<file path="src/hw/rtl/cdbs_pkg.sv">
// ----------------------------------------------------------------------------
// cdbs_pkg
// Shared types and constants of the CSV delimiter block scanner: block
// geometry, register map, word types for both channels and lane results.
// ----------------------------------------------------------------------------
package cdbs_pkg;

    // block geometry and running offset width
    localparam int BLOCK_BYTES = 64;
    localparam int OFFSET_BITS = 32;
    localparam int LANE_BYTES  = 8;
    localparam int LANES       = (BLOCK_BYTES + LANE_BYTES - 1) / LANE_BYTES;
    localparam int IDX_BITS    = $clog2(BLOCK_BYTES);

    // fixed field widths
    localparam int LIMIT_BITS = 21;
    localparam int POS_BITS   = 32;
    localparam int ADDR_BITS  = 4;
    localparam int DATA_BITS  = 32;

    // special bytes
    localparam logic [7:0] QUOTE_BYTE   = 8'h22;
    localparam logic [7:0] NEWLINE_BYTE = 8'h0A;

    // register reset values
    localparam logic [7:0]            SEP_RESET   = 8'd44;
    localparam logic                  QUOTE_RESET = 1'b1;
    localparam logic [LIMIT_BITS-1:0] LIMIT_RESET = 21'd65536;

    // register indexes, byte address is 4 times the index
    typedef enum logic [1:0] {
        REG_SEP_CHAR     = 2'd0,
        REG_QUOTE_ENABLE = 2'd1,
        REG_RECORD_LIMIT = 2'd2
    } t_reg_idx;

    typedef logic [BLOCK_BYTES-1:0] t_mask;
    typedef logic [OFFSET_BITS-1:0] t_offset;

    // configuration seen by the datapath
    typedef struct packed {
        logic [7:0]            sep_char;
        logic                  quote_enable;
        logic [LIMIT_BITS-1:0] record_limit;
    } t_cfg;

    // input word: one text block
    typedef struct packed {
        logic [63:0] bytes_0_7;
        logic [63:0] bytes_8_15;
        logic [63:0] bytes_16_23;
        logic [63:0] bytes_24_31;
        logic [63:0] bytes_32_39;
        logic [63:0] bytes_40_47;
        logic [63:0] bytes_48_55;
        logic [63:0] bytes_56_63;
        logic        new_batch;
    } t_in_word;

    // output word: one delimiter
    typedef struct packed {
        logic [POS_BITS-1:0] position;
        logic                last_of_block;
        logic                limit_reached;
    } t_out_word;

    // what one lane finds in its eight bytes
    typedef struct packed {
        logic [LANE_BYTES-1:0] delim;
        logic [LANE_BYTES-1:0] qpre;
    } t_lane_res;

endpackage

</file>
<file path="src/hw/rtl/csv_delimiter_block_scanner_top.sv">
// ----------------------------------------------------------------------------
// csv_delimiter_block_scanner_top
// Scans 64-byte CSV blocks in eight parallel lanes, masks quoted bytes and
// sends the offset plus one of every delimiter, up to a record limit.
//
//   channel  direction  handshake              word
//   in       input      i_in_valid/o_in_stall  t_in_word, one text block
//   out      output     o_out_valid/i_out_stall t_out_word, one delimiter
//   cfg      input      psel/penable/pready    32-bit registers at 0, 4, 8
//
// A block is taken when its delimiter mask is built, and o_in_stall then
// stays high while any of its delimiters is still to be emitted; the
// emitter sends one position per cycle while the output is not stalled.
// Reset clears offset, count, quote and limit state and the output valid.
// A stalled output holds its word and stops emission.
// ----------------------------------------------------------------------------
module csv_delimiter_block_scanner_top (
    input  logic                           i_clk,
    input  logic                           i_rst_n,
    input  logic                           i_in_valid,
    output logic                           o_in_stall,
    input  cdbs_pkg::t_in_word             i_in_data,
    output logic                           o_out_valid,
    input  logic                           i_out_stall,
    output cdbs_pkg::t_out_word            o_out_data,
    input  logic                           psel,
    input  logic                           penable,
    input  logic                           pwrite,
    input  logic [cdbs_pkg::ADDR_BITS-1:0] paddr,
    input  logic [cdbs_pkg::DATA_BITS-1:0] pwdata,
    output logic [cdbs_pkg::DATA_BITS-1:0] prdata,
    output logic                           pready
);

    cdbs_pkg::t_cfg                          w_cfg;
    logic [7:0][63:0]                        w_fields;
    cdbs_pkg::t_lane_res [cdbs_pkg::LANES-1:0] w_lanes;
    cdbs_pkg::t_mask                         w_mask;
    logic                                    w_busy;
    logic                                    w_load;

    // registers
    cdbs_cfg u_cfg (
        .i_clk   (i_clk),
        .i_rst_n (i_rst_n),
        .psel    (psel),
        .penable (penable),
        .pwrite  (pwrite),
        .paddr   (paddr),
        .pwdata  (pwdata),
        .prdata  (prdata),
        .pready  (pready),
        .o_cfg   (w_cfg)
    );

    // block fields in byte order
    assign w_fields[0] = i_in_data.bytes_0_7;
    assign w_fields[1] = i_in_data.bytes_8_15;
    assign w_fields[2] = i_in_data.bytes_16_23;
    assign w_fields[3] = i_in_data.bytes_24_31;
    assign w_fields[4] = i_in_data.bytes_32_39;
    assign w_fields[5] = i_in_data.bytes_40_47;
    assign w_fields[6] = i_in_data.bytes_48_55;
    assign w_fields[7] = i_in_data.bytes_56_63;

    // scan lanes, bytes past the block end are disabled
    for (genvar j = 0; j < cdbs_pkg::LANES; j++) begin : g_lane
        logic [cdbs_pkg::LANE_BYTES-1:0] w_en;

        always_comb begin
            for (int b = 0; b < cdbs_pkg::LANE_BYTES; b++) begin
                w_en[b] = (j * cdbs_pkg::LANE_BYTES + b) < cdbs_pkg::BLOCK_BYTES;
            end
        end

        cdbs_lane u_lane (
            .i_bytes   (w_fields[j]),
            .i_byte_en (w_en),
            .i_cfg     (w_cfg),
            .o_res     (w_lanes[j])
        );
    end

    // input handshake
    assign o_in_stall = w_busy;
    assign w_load     = i_in_valid && !w_busy;

    // lane merge and quote carry
    cdbs_merge u_merge (
        .i_clk       (i_clk),
        .i_rst_n     (i_rst_n),
        .i_load      (w_load),
        .i_new_batch (i_in_data.new_batch),
        .i_quote_en  (w_cfg.quote_enable),
        .i_lanes     (w_lanes),
        .o_mask      (w_mask)
    );

    // position emitter
    cdbs_emit u_emit (
        .i_clk          (i_clk),
        .i_rst_n        (i_rst_n),
        .i_load         (w_load),
        .i_mask         (w_mask),
        .i_new_batch    (i_in_data.new_batch),
        .i_record_limit (w_cfg.record_limit),
        .i_out_stall    (i_out_stall),
        .o_busy         (w_busy),
        .o_out_valid    (o_out_valid),
        .o_out_data     (o_out_data)
    );

endmodule

</file>
<file path="src/hw/rtl/cdbs_cfg.sv">
// ----------------------------------------------------------------------------
// cdbs_cfg
// APB-style register file: separator byte, quote enable and record limit.
// ----------------------------------------------------------------------------
module cdbs_cfg (
    input  logic                           i_clk,
    input  logic                           i_rst_n,
    input  logic                           psel,
    input  logic                           penable,
    input  logic                           pwrite,
    input  logic [cdbs_pkg::ADDR_BITS-1:0] paddr,
    input  logic [cdbs_pkg::DATA_BITS-1:0] pwdata,
    output logic [cdbs_pkg::DATA_BITS-1:0] prdata,
    output logic                           pready,
    output cdbs_pkg::t_cfg                 o_cfg
);

    logic [7:0]                      r_sep_char;
    logic                            r_quote_enable;
    logic [cdbs_pkg::LIMIT_BITS-1:0] r_record_limit;
    cdbs_pkg::t_reg_idx              w_idx;
    logic                            w_wr;

    assign pready = 1'b1;
    assign w_idx  = cdbs_pkg::t_reg_idx'(paddr[3:2]);
    assign w_wr   = psel && penable && pwrite;

    // register writes
    always_ff @(posedge i_clk) begin
        if (!i_rst_n) begin
            r_sep_char     <= cdbs_pkg::SEP_RESET;
            r_quote_enable <= cdbs_pkg::QUOTE_RESET;
            r_record_limit <= cdbs_pkg::LIMIT_RESET;
        end else if (w_wr) begin
            unique case (w_idx)
                cdbs_pkg::REG_SEP_CHAR:     r_sep_char     <= pwdata[7:0];
                cdbs_pkg::REG_QUOTE_ENABLE: r_quote_enable <= pwdata[0];
                cdbs_pkg::REG_RECORD_LIMIT:
                    r_record_limit <= pwdata[cdbs_pkg::LIMIT_BITS-1:0];
                default: ;
            endcase
        end
    end

    // read mux
    always_comb begin
        unique case (w_idx)
            cdbs_pkg::REG_SEP_CHAR:     prdata = cdbs_pkg::DATA_BITS'(r_sep_char);
            cdbs_pkg::REG_QUOTE_ENABLE: prdata = cdbs_pkg::DATA_BITS'(r_quote_enable);
            cdbs_pkg::REG_RECORD_LIMIT: prdata = cdbs_pkg::DATA_BITS'(r_record_limit);
            default:                    prdata = '0;
        endcase
    end

    assign o_cfg.sep_char     = r_sep_char;
    assign o_cfg.quote_enable = r_quote_enable;
    assign o_cfg.record_limit = r_record_limit;

endmodule

</file>
<file path="src/hw/rtl/cdbs_lane.sv">
// ----------------------------------------------------------------------------
// cdbs_lane
// One scan lane: classifies eight text bytes and forms the local running
// XOR of quote bytes within the lane.
// ----------------------------------------------------------------------------
module cdbs_lane (
    input  logic [63:0]                     i_bytes,
    input  logic [cdbs_pkg::LANE_BYTES-1:0] i_byte_en,
    input  cdbs_pkg::t_cfg                  i_cfg,
    output cdbs_pkg::t_lane_res             o_res
);

    logic [cdbs_pkg::LANE_BYTES-1:0] w_quote;
    logic [cdbs_pkg::LANE_BYTES-1:0] w_delim;
    logic [cdbs_pkg::LANE_BYTES-1:0] w_qpre;

    // per byte compare
    always_comb begin
        for (int b = 0; b < cdbs_pkg::LANE_BYTES; b++) begin
            w_quote[b] = i_byte_en[b] && i_cfg.quote_enable &&
                         (i_bytes[8*b +: 8] == cdbs_pkg::QUOTE_BYTE);
            w_delim[b] = i_byte_en[b] &&
                         ((i_bytes[8*b +: 8] == i_cfg.sep_char) ||
                          (i_bytes[8*b +: 8] == cdbs_pkg::NEWLINE_BYTE));
        end
    end

    // inclusive running xor of quotes inside the lane
    always_comb begin
        w_qpre[0] = w_quote[0];
        for (int b = 1; b < cdbs_pkg::LANE_BYTES; b++) begin
            w_qpre[b] = w_qpre[b-1] ^ w_quote[b];
        end
    end

    assign o_res.delim = w_delim;
    assign o_res.qpre  = w_qpre;

endmodule

</file>
<file path="src/hw/rtl/cdbs_merge.sv">
// ----------------------------------------------------------------------------
// cdbs_merge
// Merging stage: chains the lane quote parities with the carried quote
// state, masks quoted delimiters and keeps the quote state across blocks.
// ----------------------------------------------------------------------------
module cdbs_merge (
    input  logic                                   i_clk,
    input  logic                                   i_rst_n,
    input  logic                                   i_load,
    input  logic                                   i_new_batch,
    input  logic                                   i_quote_en,
    input  cdbs_pkg::t_lane_res [cdbs_pkg::LANES-1:0] i_lanes,
    output cdbs_pkg::t_mask                        o_mask
);

    logic                       r_quote;
    logic                       n_quote;
    logic [cdbs_pkg::LANES:0]   w_carry;

    // quote carry into each lane
    always_comb begin
        w_carry[0] = i_new_batch ? 1'b0 : r_quote;
        for (int j = 0; j < cdbs_pkg::LANES; j++) begin
            w_carry[j+1] = w_carry[j] ^ i_lanes[j].qpre[cdbs_pkg::LANE_BYTES-1];
        end
    end

    // delimiters that lie outside quotes
    always_comb begin
        for (int k = 0; k < cdbs_pkg::BLOCK_BYTES; k++) begin
            o_mask[k] = i_lanes[k / cdbs_pkg::LANE_BYTES].delim[k % cdbs_pkg::LANE_BYTES] &&
                        !(i_quote_en &&
                          (w_carry[k / cdbs_pkg::LANE_BYTES] ^
                           i_lanes[k / cdbs_pkg::LANE_BYTES].qpre[k % cdbs_pkg::LANE_BYTES]));
        end
    end

    // quote state is held while quotes are ignored, but a new batch still clears it
    assign n_quote = i_quote_en ? w_carry[cdbs_pkg::LANES] : w_carry[0];

    always_ff @(posedge i_clk) begin
        if (!i_rst_n) begin
            r_quote <= 1'b0;
        end else if (i_load) begin
            r_quote <= n_quote;
        end
    end

endmodule

</file>
<file path="src/hw/rtl/cdbs_emit.sv">
// ----------------------------------------------------------------------------
// cdbs_emit
// Emitter: holds the delimiter mask of one block, sends one position per
// word lowest byte first, counts delimiters and stops at the record limit.
// ----------------------------------------------------------------------------
module cdbs_emit (
    input  logic                            i_clk,
    input  logic                            i_rst_n,
    input  logic                            i_load,
    input  cdbs_pkg::t_mask                 i_mask,
    input  logic                            i_new_batch,
    input  logic [cdbs_pkg::LIMIT_BITS-1:0] i_record_limit,
    input  logic                            i_out_stall,
    output logic                            o_busy,
    output logic                            o_out_valid,
    output cdbs_pkg::t_out_word             o_out_data
);

    cdbs_pkg::t_offset               r_offset;
    cdbs_pkg::t_offset               r_base;
    cdbs_pkg::t_mask                 r_mask;
    logic [cdbs_pkg::LIMIT_BITS-1:0] r_count;
    logic                            r_limit_hit;
    logic                            r_out_valid;
    cdbs_pkg::t_out_word             r_out_data;

    cdbs_pkg::t_offset               w_base;
    cdbs_pkg::t_mask                 w_low;
    cdbs_pkg::t_mask                 w_rest;
    logic [cdbs_pkg::IDX_BITS-1:0]   w_idx;
    logic [cdbs_pkg::LIMIT_BITS-1:0] n_count;
    cdbs_pkg::t_offset               w_pos;
    logic                            w_hit;
    logic                            w_emit;
    logic                            w_lim_eff;

    // start of a new batch clears offset, count and limit flag
    assign w_base    = i_new_batch ? '0 : r_offset;
    assign w_lim_eff = i_new_batch ? 1'b0 : r_limit_hit;

    // lowest pending delimiter
    assign w_low  = r_mask & (~r_mask + cdbs_pkg::BLOCK_BYTES'(1));
    assign w_rest = r_mask & ~w_low;

    always_comb begin
        w_idx = '0;
        for (int k = 0; k < cdbs_pkg::BLOCK_BYTES; k++) begin
            if (w_low[k]) begin
                w_idx = w_idx | cdbs_pkg::IDX_BITS'(k);
            end
        end
    end

    // position, count and limit test
    assign w_pos   = r_base + cdbs_pkg::OFFSET_BITS'(w_idx) + cdbs_pkg::OFFSET_BITS'(1);
    assign n_count = r_count + cdbs_pkg::LIMIT_BITS'(1);
    assign w_hit   = (n_count >= i_record_limit);
    assign w_emit  = (r_mask != '0) && (!r_out_valid || !i_out_stall);

    // block state and sequencing
    always_ff @(posedge i_clk) begin
        if (!i_rst_n) begin
            r_offset    <= '0;
            r_mask      <= '0;
            r_count     <= '0;
            r_limit_hit <= 1'b0;
        end else if (i_load) begin
            r_offset    <= w_base + cdbs_pkg::OFFSET_BITS'(cdbs_pkg::BLOCK_BYTES);
            r_mask      <= w_lim_eff ? '0 : i_mask;
            r_count     <= i_new_batch ? '0 : r_count;
            r_limit_hit <= w_lim_eff;
        end else if (w_emit) begin
            r_mask      <= w_hit ? '0 : w_rest;
            r_count     <= n_count;
            r_limit_hit <= w_hit;
        end
    end

    always_ff @(posedge i_clk) begin
        if (i_load) begin
            r_base <= w_base;
        end
    end

    // output register
    always_ff @(posedge i_clk) begin
        if (!i_rst_n) begin
            r_out_valid <= 1'b0;
        end else if (w_emit) begin
            r_out_valid <= 1'b1;
        end else if (!i_out_stall) begin
            r_out_valid <= 1'b0;
        end
    end

    always_ff @(posedge i_clk) begin
        if (w_emit) begin
            r_out_data.position      <= cdbs_pkg::POS_BITS'(w_pos);
            r_out_data.last_of_block <= (w_rest == '0) || w_hit;
            r_out_data.limit_reached <= w_hit;
        end
    end

    assign o_busy      = (r_mask != '0);
    assign o_out_valid = r_out_valid;
    assign o_out_data  = r_out_data;

    // a reached limit leaves nothing pending
    a_limit_empty: assert property (@(posedge i_clk) disable iff (!i_rst_n)
        r_limit_hit |-> (r_mask == '0))
        else $error("delimiters pending after limit reached");

    // a block is loaded only when the previous one is done
    a_load_idle: assert property (@(posedge i_clk) disable iff (!i_rst_n)
        i_load |-> !o_busy)
        else $error("block loaded while emitter busy");

    // the word that reaches the limit closes the block
    a_limit_last: assert property (@(posedge i_clk) disable iff (!i_rst_n)
        (o_out_valid && o_out_data.limit_reached) |-> o_out_data.last_of_block)
        else $error("limit word not marked last of block");

    // an emitted word follows from pending work
    a_emit_src: assert property (@(posedge i_clk) disable iff (!i_rst_n)
        (o_out_valid && !$past(o_out_valid)) |-> ($past(r_mask) != '0))
        else $error("word emitted without pending delimiter");

endmodule

</file>
<file path="config.mk">
export PLATFORM = sky130hd
export DESIGN_NAME = csv_delimiter_block_scanner_top
export DESIGN_NICKNAME = d
export VERILOG_FILES = /design/src/hw/rtl/cdbs_pkg.sv /design/src/hw/rtl/csv_delimiter_block_scanner_top.sv /design/src/hw/rtl/cdbs_cfg.sv /design/src/hw/rtl/cdbs_lane.sv /design/src/hw/rtl/cdbs_merge.sv /design/src/hw/rtl/cdbs_emit.sv
export SDC_FILE = /design/constraint.sdc
export NUM_CORES = 1
export LEC_CHECK = 0
export ABC_AREA = 1
export BUFFER_PORTS_ARGS = -buffer_cell sky130_fd_sc_hd__buf_2
export CAP_MARGIN = 20
export CORE_AREA = 4 4 242 244
export DETAILED_ROUTE_END_ITERATION = 12
export DIE_AREA = 0 0 246 248
export PLACE_DENSITY = 0.69
export SYNTH_ARGS = -nofsm -noshare
export SYNTH_HDL_FRONTEND = slang
export SYNTH_SLANG_ARGS = --single-unit
export TNS_END_PERCENT = 1
</file>
<file path="constraint.sdc">
create_clock -name i_clk -period 6.3 [get_ports i_clk]
set_clock_uncertainty 0.15 [all_clocks]
set_input_delay 0.945 -clock i_clk [delete_from_list [all_inputs] [get_ports i_clk]]
set_output_delay 0.945 -clock i_clk [all_outputs]
set_load 0.01 [all_outputs]
</file>
==> results.toml <==
[worst_hold_path]
hold_path.class = "reg -> reg"

[logic_synthesis]
syn_area_per_cell_um2 = 6.31
yosys_register_bits = 216
synth_area_um2 = 23600
synth_warnings = 0
synth_area_leaders = "sky130_fd_sc_hd__dfxtp_1 13%, sky130_fd_sc_hd__nand2_1 9.0%, sky130_fd_sc_hd__xor2_1 8.5%"
synth_enable_flop_cells = 66
ys_async_sr_fraction = 0
yosysSeqAreaShare = 0.211
synth_top_area_share = 0.127
library_cell_occupying_the_most_area_in_the_post_synthesis_netlist = "sky130_fd_sc_hd__dfxtp_1"
yosys_most_used_dff = "sky130_fd_sc_hd__dfxtp_1"
post_synth_inst_count = 3748
synth_cell_type_count = 71

[drt]
totalWireLength_um = 104000
drt-pass1-iter-count = 6
route.detailed.drc = 0
detail_route.iter0.violations = 2510
route.vias.total = 28600
average_via_count_per_standard_cell = 5.58
routed_wire_length_per_instance_um = 20.2
postRouteAntennaNets = 0

[timing]
final_period_minus_worst_setup_slack_ns = 6.16
setup_viol_count_final = 0
fin_hold_ws_ns = 0.292
rsz0062_at_grt = "yes"
fin_ws_ns = 0.137
timing_worst_slew_pin_value_ns = 1.24
clock.fmax_mhz = 162
setup_tns_ns = 0
period_share = 0.978
timing_hold_violations_final = 0
worst_slew_margin_rel = 0.166
report.final.slew_viol_count = 0

[worst_setup_path]
critical_path.reg2reg.startpoint = "u_emit.r_mask[3]"
timing.critical_path.from_type = "flop"
maximum_fanout_along_the_worst_path = 6
worstSetupStartpoint = "u_emit.r_mask[3]"
cp.arrival_ns = 6.30
crit_type = "reg -> reg"
crit_path_end = "u_emit.o_out_data[33]"
critical_path.slowest_cell = "sky130_fd_sc_hd__dfxtp_2"
ff2ff_setup_slack_ns = 0.14
max_stage_delay_ns = 0.32
required_ns = 6.44
worstRegToRegCells = 45
cp_capture_type = "flop"
timing.rr.end = "u_emit.o_out_data[33]"

[floorplanning]
floorplan.io_pins = 625
dieWidth_um = 246
die_h_um = 248
fp.dieArea_um2 = 61000
row_count = 87
start_util = 0.420
core-area_um2 = 56300

[layout]
syn_to_final_growth_pct = 21.6
fillerInstances = 5864
post-route-cell-area_um2 = 28800
drive_above_1_share = 0.213
final_net_count = 4896
final_common_cell = "sky130_fd_sc_hd__buf_2"
final_cell_mix = "599 x sky130_fd_sc_hd__buf_2, 553 x sky130_fd_sc_hd__nand2_1, 521 x sky130_fd_sc_hd__inv_1, 467 x sky130_fd_sc_hd__nor2_1, 266 x sky130_fd_sc_hd__nand3_1"

[power]
irDropWorstVdd_mv = 0.184
power.density_nw_per_um2 = 153
total_power_mw = 4.39
power.leakage_nw = 13.3

[global_routing]
grt_first_pass_wirelength_um = 154000
gr-total-overflow = 0
globalRouteTotalUtil = 0.322
antenna_violations_before_repair = 43
grt_max_degree = 95
number_of_global_route_vias_before_repair = 26400

[run_status]
run_status = "complete, no violations"

[clock_network]
tritoncts = "yes"
tritoncts.num_buffers = 26
cts.hold.buffers_added = 0
clk_root_buffer_cell = "sky130_fd_sc_hd__clkbuf_16"
clock_tree.buffer_depth = 3
cts.sinks = 216
worst_setup_hold_path_clk_slew_ns = 0.06
worst_skew_pair.late_latency_ns = 0.54
cts.htree.levels = 1

[place]
place.gp.congestion = 1.00
pre_cts_ws_ns = 0.0354
port-buffer-count = 599
place_hpwl_um = 82100
postPlaceCellArea_um2 = 27600

[run]
cap_viol_max_count = 0
-- worst min-delay path by stage --
stage                       startpoint            endpoint  slack (ns)  cells after the start
detailed placement  u_emit.r_offset[5]  u_emit.r_offset[5]        0.29                      2
CTS                 u_emit.r_offset[3]  u_emit.r_offset[3]        0.29                      2
global placement    u_emit.r_offset[0]  u_emit.r_offset[0]        0.28                      2
finish              u_emit.r_offset[5]  u_emit.r_offset[5]        0.29                      2
floorplan           u_emit.r_offset[0]  u_emit.r_offset[0]        0.27                      2
global route        u_emit.r_offset[5]  u_emit.r_offset[5]        0.32                      2
-- cells by family after synthesis --
family          Yosys count  synth area share
simple gates           1878             0.379
buf+inv                 726             0.119
compound gates          561             0.150
xor+xnor                335             0.124
flops                   216             0.211
fa+ha+maj                30            0.0162
other cells               2          0.000318
-- sequential cells by signal, summed over array words and instances (netlist names), 8 cells and up --
name                  flops
u_emit.r_base            32
u_emit.o_out_data        34
u_cfg.r_sep_char          8
u_cfg.r_record_limit     21
u_emit.r_offset          32
u_emit.r_count           21
u_emit.r_mask            64
-- synthesized netlist by cell type (46+ instances only) --
library cell               instances
sky130_fd_sc_hd__a21oi_1         147
sky130_fd_sc_hd__a221oi_1         53
sky130_fd_sc_hd__a31oi_1          55
sky130_fd_sc_hd__clkbuf_1        108
sky130_fd_sc_hd__dfxtp_1         150
sky130_fd_sc_hd__edfxtp_1         66
sky130_fd_sc_hd__inv_1           531
sky130_fd_sc_hd__nand2_1         565
sky130_fd_sc_hd__nand3_1         272
sky130_fd_sc_hd__nand4_1         112
sky130_fd_sc_hd__nor2_1          473
sky130_fd_sc_hd__nor3_1          148
sky130_fd_sc_hd__nor4_1          138
sky130_fd_sc_hd__o21ai_0         138
sky130_fd_sc_hd__or2_2            46
sky130_fd_sc_hd__xnor2_1         105
sky130_fd_sc_hd__xor2_1          230
-- stage by stage --
stage / cells / utilization
6_report: 5121 / 0.511
5_1_grt: 5114 / 0.511
4_1_cts: 5069 / 0.504
3_5_place_dp: 5023 / 0.490
3_3_place_gp: 5023 / 0.490
2_1_floorplan: 3758 / -
-- power breakdown --
group,switching [mW],total (mW),internal [mW]
combinational,0.834,1.40,0.564
sequential,0.0589,1.56,1.50
clock,0.597,1.43,0.833
total,1.49,4.39,2.90
-- area by class of cell --
type	count	area, µm²	area share
Antenna cell	37	92.6	0.00322
Clock buffer	35	716	0.0249
Clock inverter	11	86.3	0.00300
Inverter	556	2100	0.0729
Multi-Input combinational cell	2816	16100	0.559
Sequential cell	216	5010	0.174
Tap cell	756	946	0.0329
Timing Repair Buffer	694	3720	0.130
-- critical path, delay by kind of cell, from the launching register on --
family,cells,cell delay (ns)
AND/OR/NAND/NOR,36,4.49
adder cells (fa/ha/maj),1,0.17
flip-flops,1,0.32
XOR/XNOR,1,0.12
buffers and inverters,5,0.41
AO/OA/AOI/OAI,2,0.23
-- per-layer routing --
layer / share of wire / track usage / vias up
met5: 0.00015 / 0 / -
met4: 0.058 / 0.159 / 4
met3: 0.083 / 0.0539 / 272
met2: 0.46 / 0.532 / 1359
li1: - / - / 13900
met1: 0.40 / 0.407 / 13100
-- what timing repair did --
item | 4_1_cts | 5_1_grt
resized for setup | 0 | 55
endpoints found under the hold margin | 0 | 0
setup buffers | 0 | 15
setup endpoints to repair | 0 | 14
Power figures use the tool's default switching activity.
